`config.mk`:
```
export PLATFORM = sky130hd
export DESIGN_NAME = best_fit_segment_cache_flat
export DESIGN_NICKNAME = d
export VERILOG_FILES = /design/src/rtl/core/bfsc_pkg.sv /design/src/rtl/core/bfsc_if.sv /design/src/rtl/core/bfsc_cell.sv /design/src/rtl/core/best_fit_segment_cache.sv /design/src/flat_wrapper.sv
export SDC_FILE = /design/constraint.sdc
export NUM_CORES = 1
export LEC_CHECK = 0
export BUFFER_PORTS_ARGS = -buffer_cell sky130_fd_sc_hd__buf_4
export CELL_PAD_IN_SITES_DETAIL_PLACEMENT = 1
export CELL_PAD_IN_SITES_GLOBAL_PLACEMENT = 2
export CORE_MARGIN = 2
export CORE_UTILIZATION = 42
export CTS_CLUSTER_SIZE = 25
export DETAILED_ROUTE_END_ITERATION = 10
export PLACE_DENSITY_LB_ADDON = 0.1
export SYNTH_ARGS = -nofsm -noshare
export SYNTH_HDL_FRONTEND = slang
export SYNTH_SLANG_ARGS = --single-unit
```
`constraint.sdc`:
```
create_clock -name i_clk -period 7.68 [get_ports i_clk]
set_input_delay 0.768 -clock i_clk [delete_from_list [all_inputs] [get_ports i_clk]]
set_output_delay 0.768 -clock i_clk [all_outputs]
set_load 0.005 [all_outputs]
```
`src/rtl/core/bfsc_pkg.sv`:
```
package bfsc_pkg;

    localparam int CACHE_ENTRIES = 4;
    localparam int IDX_W         = (CACHE_ENTRIES > 1) ? $clog2(CACHE_ENTRIES) : 1;
    localparam int DATA_W        = 32;

    localparam logic MODE_GET = 1'b0;
    localparam logic MODE_ADD = 1'b1;

    // scan token handed from cell to cell
    typedef struct packed {
        logic              mode;
        logic [DATA_W-1:0] size;
        logic [DATA_W-1:0] handle;
        logic              found;
        logic              locked;
        logic [IDX_W-1:0]  cand_idx;
        logic [DATA_W-1:0] cand_size;
        logic [DATA_W-1:0] cand_handle;
        logic              empty_found;
        logic [IDX_W-1:0]  empty_idx;
    } t_tok;

    // slot update broadcast to the cells
    typedef struct packed {
        logic              set;
        logic              clr;
        logic [IDX_W-1:0]  idx;
        logic [DATA_W-1:0] size;
        logic [DATA_W-1:0] handle;
    } t_wr;

    typedef struct packed {
        logic              ok;
        logic [DATA_W-1:0] out_handle;
        logic [DATA_W-1:0] out_size;
        logic              evicted;
        logic [DATA_W-1:0] evicted_handle;
    } t_res;

endpackage

```
`src/rtl/core/bfsc_if.sv`:
```
interface bfsc_in_if;
    logic                       valid;
    logic                       ready;
    logic                       mode;
    logic [bfsc_pkg::DATA_W-1:0] req_size;
    logic [bfsc_pkg::DATA_W-1:0] seg_handle;

    modport source (output valid, output mode, output req_size, output seg_handle,
                    input ready);
    modport sink   (input valid, input mode, input req_size, input seg_handle,
                    output ready);
endinterface

interface bfsc_out_if;
    logic                       valid;
    logic                       ready;
    logic                       ok;
    logic [bfsc_pkg::DATA_W-1:0] out_handle;
    logic [bfsc_pkg::DATA_W-1:0] out_size;
    logic                       evicted;
    logic [bfsc_pkg::DATA_W-1:0] evicted_handle;

    modport source (output valid, output ok, output out_handle, output out_size,
                    output evicted, output evicted_handle, input ready);
    modport sink   (input valid, input ok, input out_handle, input out_size,
                    input evicted, input evicted_handle, output ready);
endinterface

```
`src/rtl/core/bfsc_cell.sv`:
```
module bfsc_cell (
    input  logic                         i_clk,
    input  logic                         i_rst_n,
    input  logic [bfsc_pkg::IDX_W-1:0]   i_idx,
    input  logic                         i_tok_vld,
    input  bfsc_pkg::t_tok               i_tok,
    input  bfsc_pkg::t_wr                i_wr,
    output logic                         o_tok_vld,
    output bfsc_pkg::t_tok               o_tok
);

    logic                          r_vld;
    logic [bfsc_pkg::DATA_W-1:0]   r_size;
    logic [bfsc_pkg::DATA_W-1:0]   r_handle;
    logic                          r_tok_vld;
    bfsc_pkg::t_tok                r_tok;
    bfsc_pkg::t_tok                n_tok;
    logic                          w_eq;
    logic                          w_gt;
    logic                          w_lt;
    logic                          w_better;
    logic                          w_sel;

    assign w_eq     = (r_size == i_tok.size);
    assign w_gt     = (r_size >  i_tok.size);
    assign w_lt     = (r_size <  i_tok.size);
    assign w_better = !i_tok.found || (r_size < i_tok.cand_size);
    assign w_sel    = (i_wr.idx == i_idx);

    always_comb begin
        n_tok = i_tok;
        case (i_tok.mode)
            bfsc_pkg::MODE_GET: begin
                // first exact match locks the choice
                if (r_vld && !i_tok.locked) begin
                    if (w_eq) begin
                        n_tok.found       = 1'b1;
                        n_tok.locked      = 1'b1;
                        n_tok.cand_idx    = i_idx;
                        n_tok.cand_size   = r_size;
                        n_tok.cand_handle = r_handle;
                    end else if (w_gt && w_better) begin
                        n_tok.found       = 1'b1;
                        n_tok.cand_idx    = i_idx;
                        n_tok.cand_size   = r_size;
                        n_tok.cand_handle = r_handle;
                    end
                end
            end
            bfsc_pkg::MODE_ADD: begin
                if (!r_vld) begin
                    if (!i_tok.empty_found) begin
                        n_tok.empty_found = 1'b1;
                        n_tok.empty_idx   = i_idx;
                    end
                end else if (w_lt && w_better) begin
                    n_tok.found       = 1'b1;
                    n_tok.cand_idx    = i_idx;
                    n_tok.cand_size   = r_size;
                    n_tok.cand_handle = r_handle;
                end
            end
            default: n_tok = i_tok;
        endcase
    end

    always_ff @(posedge i_clk) begin
        if (!i_rst_n) begin
            r_vld     <= 1'b0;
            r_tok_vld <= 1'b0;
        end else begin
            r_tok_vld <= i_tok_vld;
            if (w_sel && i_wr.set) begin
                r_vld <= 1'b1;
            end else if (w_sel && i_wr.clr) begin
                r_vld <= 1'b0;
            end
        end
    end

    always_ff @(posedge i_clk) begin
        r_tok <= n_tok;
        if (w_sel && i_wr.set) begin
            r_size   <= i_wr.size;
            r_handle <= i_wr.handle;
        end
    end

    assign o_tok_vld = r_tok_vld;
    assign o_tok     = r_tok;

endmodule

```
`src/rtl/core/best_fit_segment_cache.sv`:
```
// a request's scan token walks the cell chain one cell per cycle, then waits in
// r_pend for the commit into r_out, whose result shows on o_out; a new request is
// taken only after the last one commits, and the commit waits while o_out holds an
// untaken result; a result waiting on o_out does not block the next input transfer
// reset: synchronous active low, all slots empty, no request in flight
module best_fit_segment_cache (
    input  logic        i_clk,
    input  logic        i_rst_n,
    bfsc_in_if.sink     i_in,
    bfsc_out_if.source  o_out
);

    localparam int N = bfsc_pkg::CACHE_ENTRIES;

    logic              w_tok_vld [N+1];
    bfsc_pkg::t_tok    w_tok     [N+1];
    logic              w_accept;
    logic              w_commit;
    logic              r_busy;
    logic              r_pend_vld;
    bfsc_pkg::t_tok    r_pend;
    logic              r_out_vld;
    bfsc_pkg::t_res    r_out;
    bfsc_pkg::t_res    n_res;
    bfsc_pkg::t_wr     n_wr;

    assign i_in.ready = !r_busy;
    assign w_accept   = i_in.valid && !r_busy;
    assign w_commit   = r_pend_vld && (!r_out_vld || o_out.ready);

    always_comb begin
        w_tok_vld[0]         = w_accept;
        w_tok[0]             = '0;
        w_tok[0].mode        = i_in.mode;
        w_tok[0].size        = i_in.req_size;
        w_tok[0].handle      = i_in.seg_handle;
    end

    for (genvar k = 0; k < N; k++) begin : g_cell
        bfsc_cell u_cell (
            .i_clk     (i_clk),
            .i_rst_n   (i_rst_n),
            .i_idx     (bfsc_pkg::IDX_W'(k)),
            .i_tok_vld (w_tok_vld[k]),
            .i_tok     (w_tok[k]),
            .i_wr      (n_wr),
            .o_tok_vld (w_tok_vld[k+1]),
            .o_tok     (w_tok[k+1])
        );
    end

    // decide the result and the slot update from the finished scan
    always_comb begin
        n_res        = '0;
        n_wr         = '0;
        n_wr.size    = r_pend.size;
        n_wr.handle  = r_pend.handle;
        case (r_pend.mode)
            bfsc_pkg::MODE_GET: begin
                if (r_pend.found) begin
                    n_res.ok         = 1'b1;
                    n_res.out_handle = r_pend.cand_handle;
                    n_res.out_size   = r_pend.cand_size;
                    n_wr.clr         = w_commit;
                    n_wr.idx         = r_pend.cand_idx;
                end
            end
            bfsc_pkg::MODE_ADD: begin
                if (r_pend.empty_found) begin
                    n_res.ok = 1'b1;
                    n_wr.set = w_commit;
                    n_wr.idx = r_pend.empty_idx;
                end else if (r_pend.found) begin
                    n_res.ok             = 1'b1;
                    n_res.evicted        = 1'b1;
                    n_res.evicted_handle = r_pend.cand_handle;
                    n_wr.set             = w_commit;
                    n_wr.idx             = r_pend.cand_idx;
                end
            end
            default: n_res = '0;
        endcase
    end

    always_ff @(posedge i_clk) begin
        if (!i_rst_n) begin
            r_busy     <= 1'b0;
            r_pend_vld <= 1'b0;
            r_out_vld  <= 1'b0;
        end else begin
            if (w_accept) begin
                r_busy <= 1'b1;
            end else if (w_commit) begin
                r_busy <= 1'b0;
            end
            if (w_tok_vld[N]) begin
                r_pend_vld <= 1'b1;
            end else if (w_commit) begin
                r_pend_vld <= 1'b0;
            end
            if (w_commit) begin
                r_out_vld <= 1'b1;
            end else if (o_out.ready) begin
                r_out_vld <= 1'b0;
            end
        end
    end

    always_ff @(posedge i_clk) begin
        if (w_tok_vld[N]) begin
            r_pend <= w_tok[N];
        end
        if (w_commit) begin
            r_out <= n_res;
        end
    end

    assign o_out.valid          = r_out_vld;
    assign o_out.ok             = r_out.ok;
    assign o_out.out_handle     = r_out.out_handle;
    assign o_out.out_size       = r_out.out_size;
    assign o_out.evicted        = r_out.evicted;
    assign o_out.evicted_handle = r_out.evicted_handle;

endmodule

```
`src/flat_wrapper.sv`:
```
// flat-port wrapper written by rule: the top's interface ports become plain ports
module best_fit_segment_cache_flat 
  (i_clk, i_rst_n, i_in_valid, i_in_mode, i_in_req_size, i_in_seg_handle, i_in_ready, o_out_valid, o_out_ok, o_out_out_handle, o_out_out_size, o_out_evicted, o_out_evicted_handle, o_out_ready);
  bfsc_in_if i_in_i ();
  bfsc_out_if o_out_i ();
  input  logic i_clk;
  input  logic i_rst_n;
  input wire logic [$bits(i_in_i.valid)-1:0] i_in_valid;
  input wire logic [$bits(i_in_i.mode)-1:0] i_in_mode;
  input wire logic [$bits(i_in_i.req_size)-1:0] i_in_req_size;
  input wire logic [$bits(i_in_i.seg_handle)-1:0] i_in_seg_handle;
  output wire logic [$bits(i_in_i.ready)-1:0] i_in_ready;
  output wire logic [$bits(o_out_i.valid)-1:0] o_out_valid;
  output wire logic [$bits(o_out_i.ok)-1:0] o_out_ok;
  output wire logic [$bits(o_out_i.out_handle)-1:0] o_out_out_handle;
  output wire logic [$bits(o_out_i.out_size)-1:0] o_out_out_size;
  output wire logic [$bits(o_out_i.evicted)-1:0] o_out_evicted;
  output wire logic [$bits(o_out_i.evicted_handle)-1:0] o_out_evicted_handle;
  input wire logic [$bits(o_out_i.ready)-1:0] o_out_ready;
  assign i_in_i.valid = i_in_valid;
  assign i_in_i.mode = i_in_mode;
  assign i_in_i.req_size = i_in_req_size;
  assign i_in_i.seg_handle = i_in_seg_handle;
  assign i_in_ready = i_in_i.ready;
  assign o_out_valid = o_out_i.valid;
  assign o_out_ok = o_out_i.ok;
  assign o_out_out_handle = o_out_i.out_handle;
  assign o_out_out_size = o_out_i.out_size;
  assign o_out_evicted = o_out_i.evicted;
  assign o_out_evicted_handle = o_out_i.evicted_handle;
  assign o_out_i.ready = o_out_ready;
  best_fit_segment_cache u_core (.i_clk(i_clk), .i_rst_n(i_rst_n), .i_in(i_in_i), .o_out(o_out_i));
endmodule
```
## Yosys cells after proc, flatten, opt, wreduce, memory -nomap -nowiden

Cells that the tools add are included.

- Logic and storage cells: 226
- Register bits after elaboration: 1043
- Input bits: 69
- Output and inout port bits: 100

- Bitwise gates (word level): 7
- Mux-type cells: 86
- Reduce and logical (&&, ||, !) cells: 43
- $lt $le $gt $ge: 11
- Equality and inequality tests: 7

Operators with widths:

| operator | number |
|---|---|
| 66-bit 2-to-1 mux | 12 |
| 66-bit one-hot mux with 2 select lines | 4 |
| 68-bit 2-to-1 mux | 4 |
| 64-bit 2-to-1 mux | 4 |
| 32-bit less-than comparator | 7 |
| 32-bit equality test | 4 |
| 32-bit greater-than comparator | 4 |
| 65-bit 2-to-1 mux | 1 |
| 1-bit 2-to-1 mux | 41 |
| 33-bit 2-to-1 mux | 1 |
| 3-bit 2-to-1 mux | 8 |
| 1-bit logical AND | 19 |
| 2-bit nonzero test | 7 |
| 2-bit 2-to-1 mux | 5 |
| 1-bit one-hot mux with 2 select lines | 5 |
| 1-bit logical NOT | 8 |
| 1-bit NOT | 7 |
| 2-bit OR reduction | 3 |
| 2-bit equality test (second input constant) | 2 |
| 1-bit logical OR | 4 |
| 2-bit one-hot mux with 2 select lines | 1 |
| 3-bit OR reduction | 1 |
| 2-bit by 1-bit equality test with 1-bit output (second input constant) | 1 |
| 2-bit logical NOT | 1 |

## Logic depth before layout (Yosys ltp)

- Word-level depth: 9
- Gate-level depth with buffers: 11

## By module

From an unflattened synthesis, not the netlist that was laid out.

- Cells, all modules: 2440
- Area total of the unflattened synthesis: 37568.5 µm²

By module, submodules not included:

| module | area each (µm²) | times used | seq. area each (µm²) | cells each |
|---|---|---|---|---|
| bfsc_cell (u_core.g_cell[0].u_cell ...) | 7412.1 | 3 | 4684.5 | 518 |
| best_fit_segment_cache | 7887.6 | 1 | 7056.8 | 367 |
| bfsc_cell (u_core.g_cell[3].u_cell) | 7444.6 | 1 | 4684.5 | 519 |

## Least setup slack after synthesis

No wires, ideal clock.

- Path kind: in2reg
- Start point: input port o_out_ready
- End point: register u_core.g_cell[0].u_cell.r_handle[0] in the netlist's numbering, enable pin
- Arrival: 6.108 ns
- Slack: 1.084 ns
- Cell stages on the path: 5
- Cell sequence: nand2b_1 nand2_1 inv_1 o2111ai_1 nor2_1

- Word-level cells in the longest chain between the ends: 6

RTL lines:

| item | RTL line | text |
|---|---|---|
| start, declared | flat_wrapper.sv:19 | `input wire logic [$bits(o_out_i.ready)-1:0] o_out_ready;` |
| 1-bit logical OR * | best_fit_segment_cache.sv:29 | `assign w_commit = r_pend_vld && (!r_out_vld \|\| o_out.ready);` |
| 1-bit logical AND * | best_fit_segment_cache.sv:29 |  |
| net u_core.w_commit | best_fit_segment_cache.sv:18 | `logic w_commit;` |
| 1-bit 2-to-1 mux | best_fit_segment_cache.sv:73 | `end else if (r_pend.found) begin` |
| 1-bit 2-to-1 mux * | best_fit_segment_cache.sv:69 | `if (r_pend.empty_found) begin` |
| 1-bit 2-to-1 mux * | best_fit_segment_cache.sv:58 | `case (r_pend.mode)` |
| 1-bit logical AND * | bfsc_cell.sv:83 | `if (w_sel && i_wr.set) begin` |
| end signal, assigned | bfsc_cell.sv:85 | `r_handle <= i_wr.handle;` |
| end, declared | bfsc_cell.sv:14 | `logic [bfsc_pkg::DATA_W-1:0] r_handle;` |

The timed path passes the listed nets; every way through them passes the cells marked *.
A chain may end at the register's enable or synchronous reset.

==> out/metrics.csv <==
stage,metric,value,unit
min_path,Hold Crit Class,in -> reg,
job,# Max-Cap Violations,0,
sta,final setup fails,0,
logic_synthesis,Post-Synthesis Cell Area,0.0410,mm²
die,# rows,114,
sta,unrepaired setup endpoints after global routing,no,
setup_path,worst path arrival time,5.35,ns
clock_tree,# hold bufs at CTS,0,
place,gpl congestion,0.846,
clock_tree,number of CTS-inserted buffers,109,
sta,crit share post-route,61.6,%
logic_synthesis,Avg Inst Size Synth,11.9,µm²
global_routing,largest net degree at the start of global routing,111,
logic_synthesis,count of cell types in the netlist,60,
die,total die area,0.100,mm²
clock_tree,clk_lat worst skew,0.69,ns
pwr,register share of total power,50.5,%
clock_tree,Post-CTS Setup Inserts,0,
detailed_routing,DR vias/cell,5.78,
place,DPL Wire Length,73400,µm
sta,skew final,0.0230,ns
pwr,internal power,9160,µW
detailed_routing,wire per inst,23.1,µm
logic_synthesis,Synth Flop Type,dfxtp_1,
die,core area,0.0967,mm²
clock_tree,CTS tree,done,
detailed_routing,Highest Signal Layer,met5,
sta,max-slew violation count,0,
sta,Tightest Pin Transition,1.34,ns
detailed_routing,met3 wire length,5970,µm
logic_synthesis,synthesized net count,3722,
setup_path,critical path launch point type,flop,
logic_synthesis,"EDFF count, synth",489,
pwr,Total Power,11600,µW
sta,minimum clock period,4.73,ns
sta,Worst slew margin,10.8,%
detailed_routing,routed length on met2,51200,µm
die,Die H,316,µm
detailed_routing,Iter 0 DRT Violations,1728,
sta,Fin Setup TNS,0,ns
setup_path,Max Fanout on Critical Path,86,
clock_tree,post-CTS sizing,0,
clock_tree,# clock sinks,1037,
logic_synthesis,yosys warns,0,
global_routing,vias in the first global route,29100,
global_routing,antenna violations before repair,4,
logic_synthesis,"Seq/Total Area, Yosys",62.6,%
pwr,clock network power share,47.2,%
sta,worst hold slack,0.176,ns
finish,final instance area,0.0471,mm²
setup_path,CP endpoint kind,flop,
die,# IOs,169,
global_routing,gr ovfl total,0,
global_routing,first-pass GRT wire length,172000,µm
sta,Achievable Freq,211,MHz
place,placed cell area,0.0432,mm²
pwr,NetSw,2480,µW
pwr,Max VDD drop,151,µV
clock_tree,CTS root buffer,clkbuf_16,
finish,share of cells above drive strength 1,12.5,%
global_routing,GRT Util Overall,22.3,%
finish,Antenna diodes,0,
detailed_routing,drt drc,0,
logic_synthesis,Synth Register Bits,1037,
finish,post-route insts no fill,4871,
detailed_routing,Metal-1 WL,52000,µm
die,Die X-Extent,316,µm
finish,Area Growth Syn to Fin,14.9,%
detailed_routing,ANT nets after route,0,
finish,Total Nets Final,3791,
finish,Fillers,9918,
pwr,Sw Share,21.3,%
place,Port-buffer cells,168,
outcome,status,finished clean,
setup_path,critical path type,reg -> reg,
detailed_routing,final WL,112000,µm
clock_tree,H-tree levels,3,
setup_path,CP required,8.30,ns
logic_synthesis,asr flop ratio synth,0,%
die,Initial Util,42.4,%
pwr,Logic pwr share,2.3,%
clock_tree,Clock transition at path regs,0.06,ns
detailed_routing,via count,28200,
pwr,pwr dens,247,mW/mm²
pwr,P_leak,0.0172,µW
detailed_routing,DR pass1 iterations,5,
place,number of cells after detailed placement,4666,
logic_synthesis,Gate Count Post-Synth,3432,
sta,Final Hold Viols,0,
clock_tree,CTS max path bufs,3,
==> critical path, cell delays in order (launching register included) <==
cell and delay [ns]:
edfxtp_1 0.44, ha_1 0.36, a21oi_1 0.17, o21a_1 0.22, o2bb2ai_1 0.11, o41ai_1 1.03, nand3_4 1.13, buf_4 0.71
a211o_1 0.33, nand3_1 0.11
==> flip-flops by register name, summed over array words and instances, names as in the netlist <==
name and flops:
u_core.o_out.out_size 32, u_core.o_out.out_handle 32, u_core.g_cell.u_cell.r_vld 4, u_core.g_cell.u_cell.o_tok 537
u_core.n_wr 64, u_core.r_pend 71, u_core.o_out.evicted 1, u_core.g_cell.u_cell.r_size 128
u_core.g_cell.u_cell.o_tok_vld 4, u_core.g_cell.u_cell.r_handle 128, u_core.o_out.valid 1, u_core.o_out.evicted_handle 32
u_core.r_busy 1, u_core.r_pend_vld 1, u_core.o_out.ok 1
==> synthesized netlist by cell type (3+ instances only) <==
library cell | number | share of area, %
o21a_1 | 12 | 0.22
nor3_1 | 8 | 0.098
dfxtp_1 | 548 | 27
a221oi_1 | 9 | 0.19
buf_1 | 20 | 0.18
clkbuf_1 | 185 | 1.7
nand2_1 | 262 | 2.4
nand3_1 | 155 | 1.9
buf_2 | 32 | 0.39
edfxtp_1 | 489 | 36
o311ai_0 | 6 | 0.13
a21o_1 | 6 | 0.11
o311ai_2 | 38 | 1.5
or4_1 | 3 | 0.055
nor2b_1 | 12 | 0.18
a211oi_1 | 5 | 0.092
and3_1 | 6 | 0.092
ha_1 | 221 | 6.7
nand2b_1 | 7 | 0.11
and2_1 | 164 | 2.5
a211o_1 | 133 | 2.8
a2111oi_0 | 3 | 0.064
o211ai_1 | 7 | 0.13
o311ai_1 | 20 | 0.43
o2bb2ai_1 | 100 | 2.1
a21boi_0 | 3 | 0.055
a31oi_1 | 194 | 3.0
o21ai_0 | 37 | 0.45
inv_1 | 234 | 2.1
buf_6 | 5 | 0.14
nand4_1 | 227 | 3.5
nor2_1 | 41 | 0.38
or2_2 | 3 | 0.046
and4_1 | 13 | 0.28
o22ai_1 | 97 | 1.5
nor4_1 | 4 | 0.061
a21oi_1 | 94 | 1.1
==> layout by cell type (no fill, tap or decap), types with 15 or more instances in the layout <==
cell type	Yosys	final
a211o_1	133	131
a21oi_1	94	94
a31oi_1	194	194
and2_1	164	164
buf_4	0	200
clkbuf_1	185	15
clkbuf_16	0	119
clkinv_2	0	20
dfxtp_1	548	544
edfxtp_1	489	489
ha_1	221	221
inv_1	234	232
nand2_1	262	262
nand3_1	155	152
nand4_1	227	227
nor2_1	41	36
o21ai_0	37	36
o22ai_1	97	97
o2bb2ai_1	100	100
o311ai_1	20	20
o311ai_2	38	38
==> power by group through the flow <==
stage | Sequential (µW) | Combinational [µW] | Clock [µW]
floorplan | 5980 | 150 | 0
global placement | 6000 | 250 | 0
detailed placement | 6000 | 263 | 0
CTS | 5880 | 265 | 5640
global route | 5890 | 289 | 5860
finish | 5880 | 262 | 5500
==> per-layer routing <==
layer	global-route usage, %	vias up
met5	0	-
met4	7.85	2
met3	3.68	182
met2	35.6	736
met1	30.8	14200
li1	-	13000
==> final timing paths <==
path                                                          from                                  to  slack (ns)  cells after the start
worst min-delay path                           i_in_seg_handle[12]   u_core.g_cell[0].u_cell.o_tok[83]        0.18                      1
worst max-delay path            u_core.g_cell[1].u_cell.r_size[11]   u_core.g_cell[1].u_cell.o_tok[28]        2.95                      9
worst min register to register  u_core.g_cell[0].u_cell.o_tok[101]  u_core.g_cell[1].u_cell.o_tok[101]        0.32                      0
worst max register to register  u_core.g_cell[1].u_cell.r_size[11]   u_core.g_cell[1].u_cell.o_tok[28]        2.95                      9
==> area by class of cell <==
class | count | area, µm² | area share (%)
Inverter | 236 | 888 | 1.89
Clock inverter | 60 | 643 | 1.37
Clock buffer | 145 | 3190 | 6.77
Timing Repair Buffer | 200 | 1500 | 3.19
Tap cell | 1276 | 1600 | 3.39
Sequential cell | 1037 | 25700 | 54.5
Multi-Input combinational cell | 1917 | 13600 | 28.9
==> cell families (layout without fill, tap and decap cells) <==
| family | after synthesis | in the layout | share of synthesized area [%] |
|---|---|---|---|
| buf+inv | 478 | 641 | 4.57 |
| simple gates | 913 | 913 | 11.7 |
| compound gates | 783 | 783 | 14.4 |
| flops | 1037 | 1037 | 62.6 |
| fa+ha+maj | 221 | 221 | 6.75 |
==> per-stage QoR <==
step                util, %  setup slack [ns]
floorplan                 -              1.08
global placement       44.7              3.11
detailed placement     44.7              3.00
CTS                    48.7              2.97
global route           48.7              2.76
finish                 48.7              2.95
(Power assumes the default switching activity.)
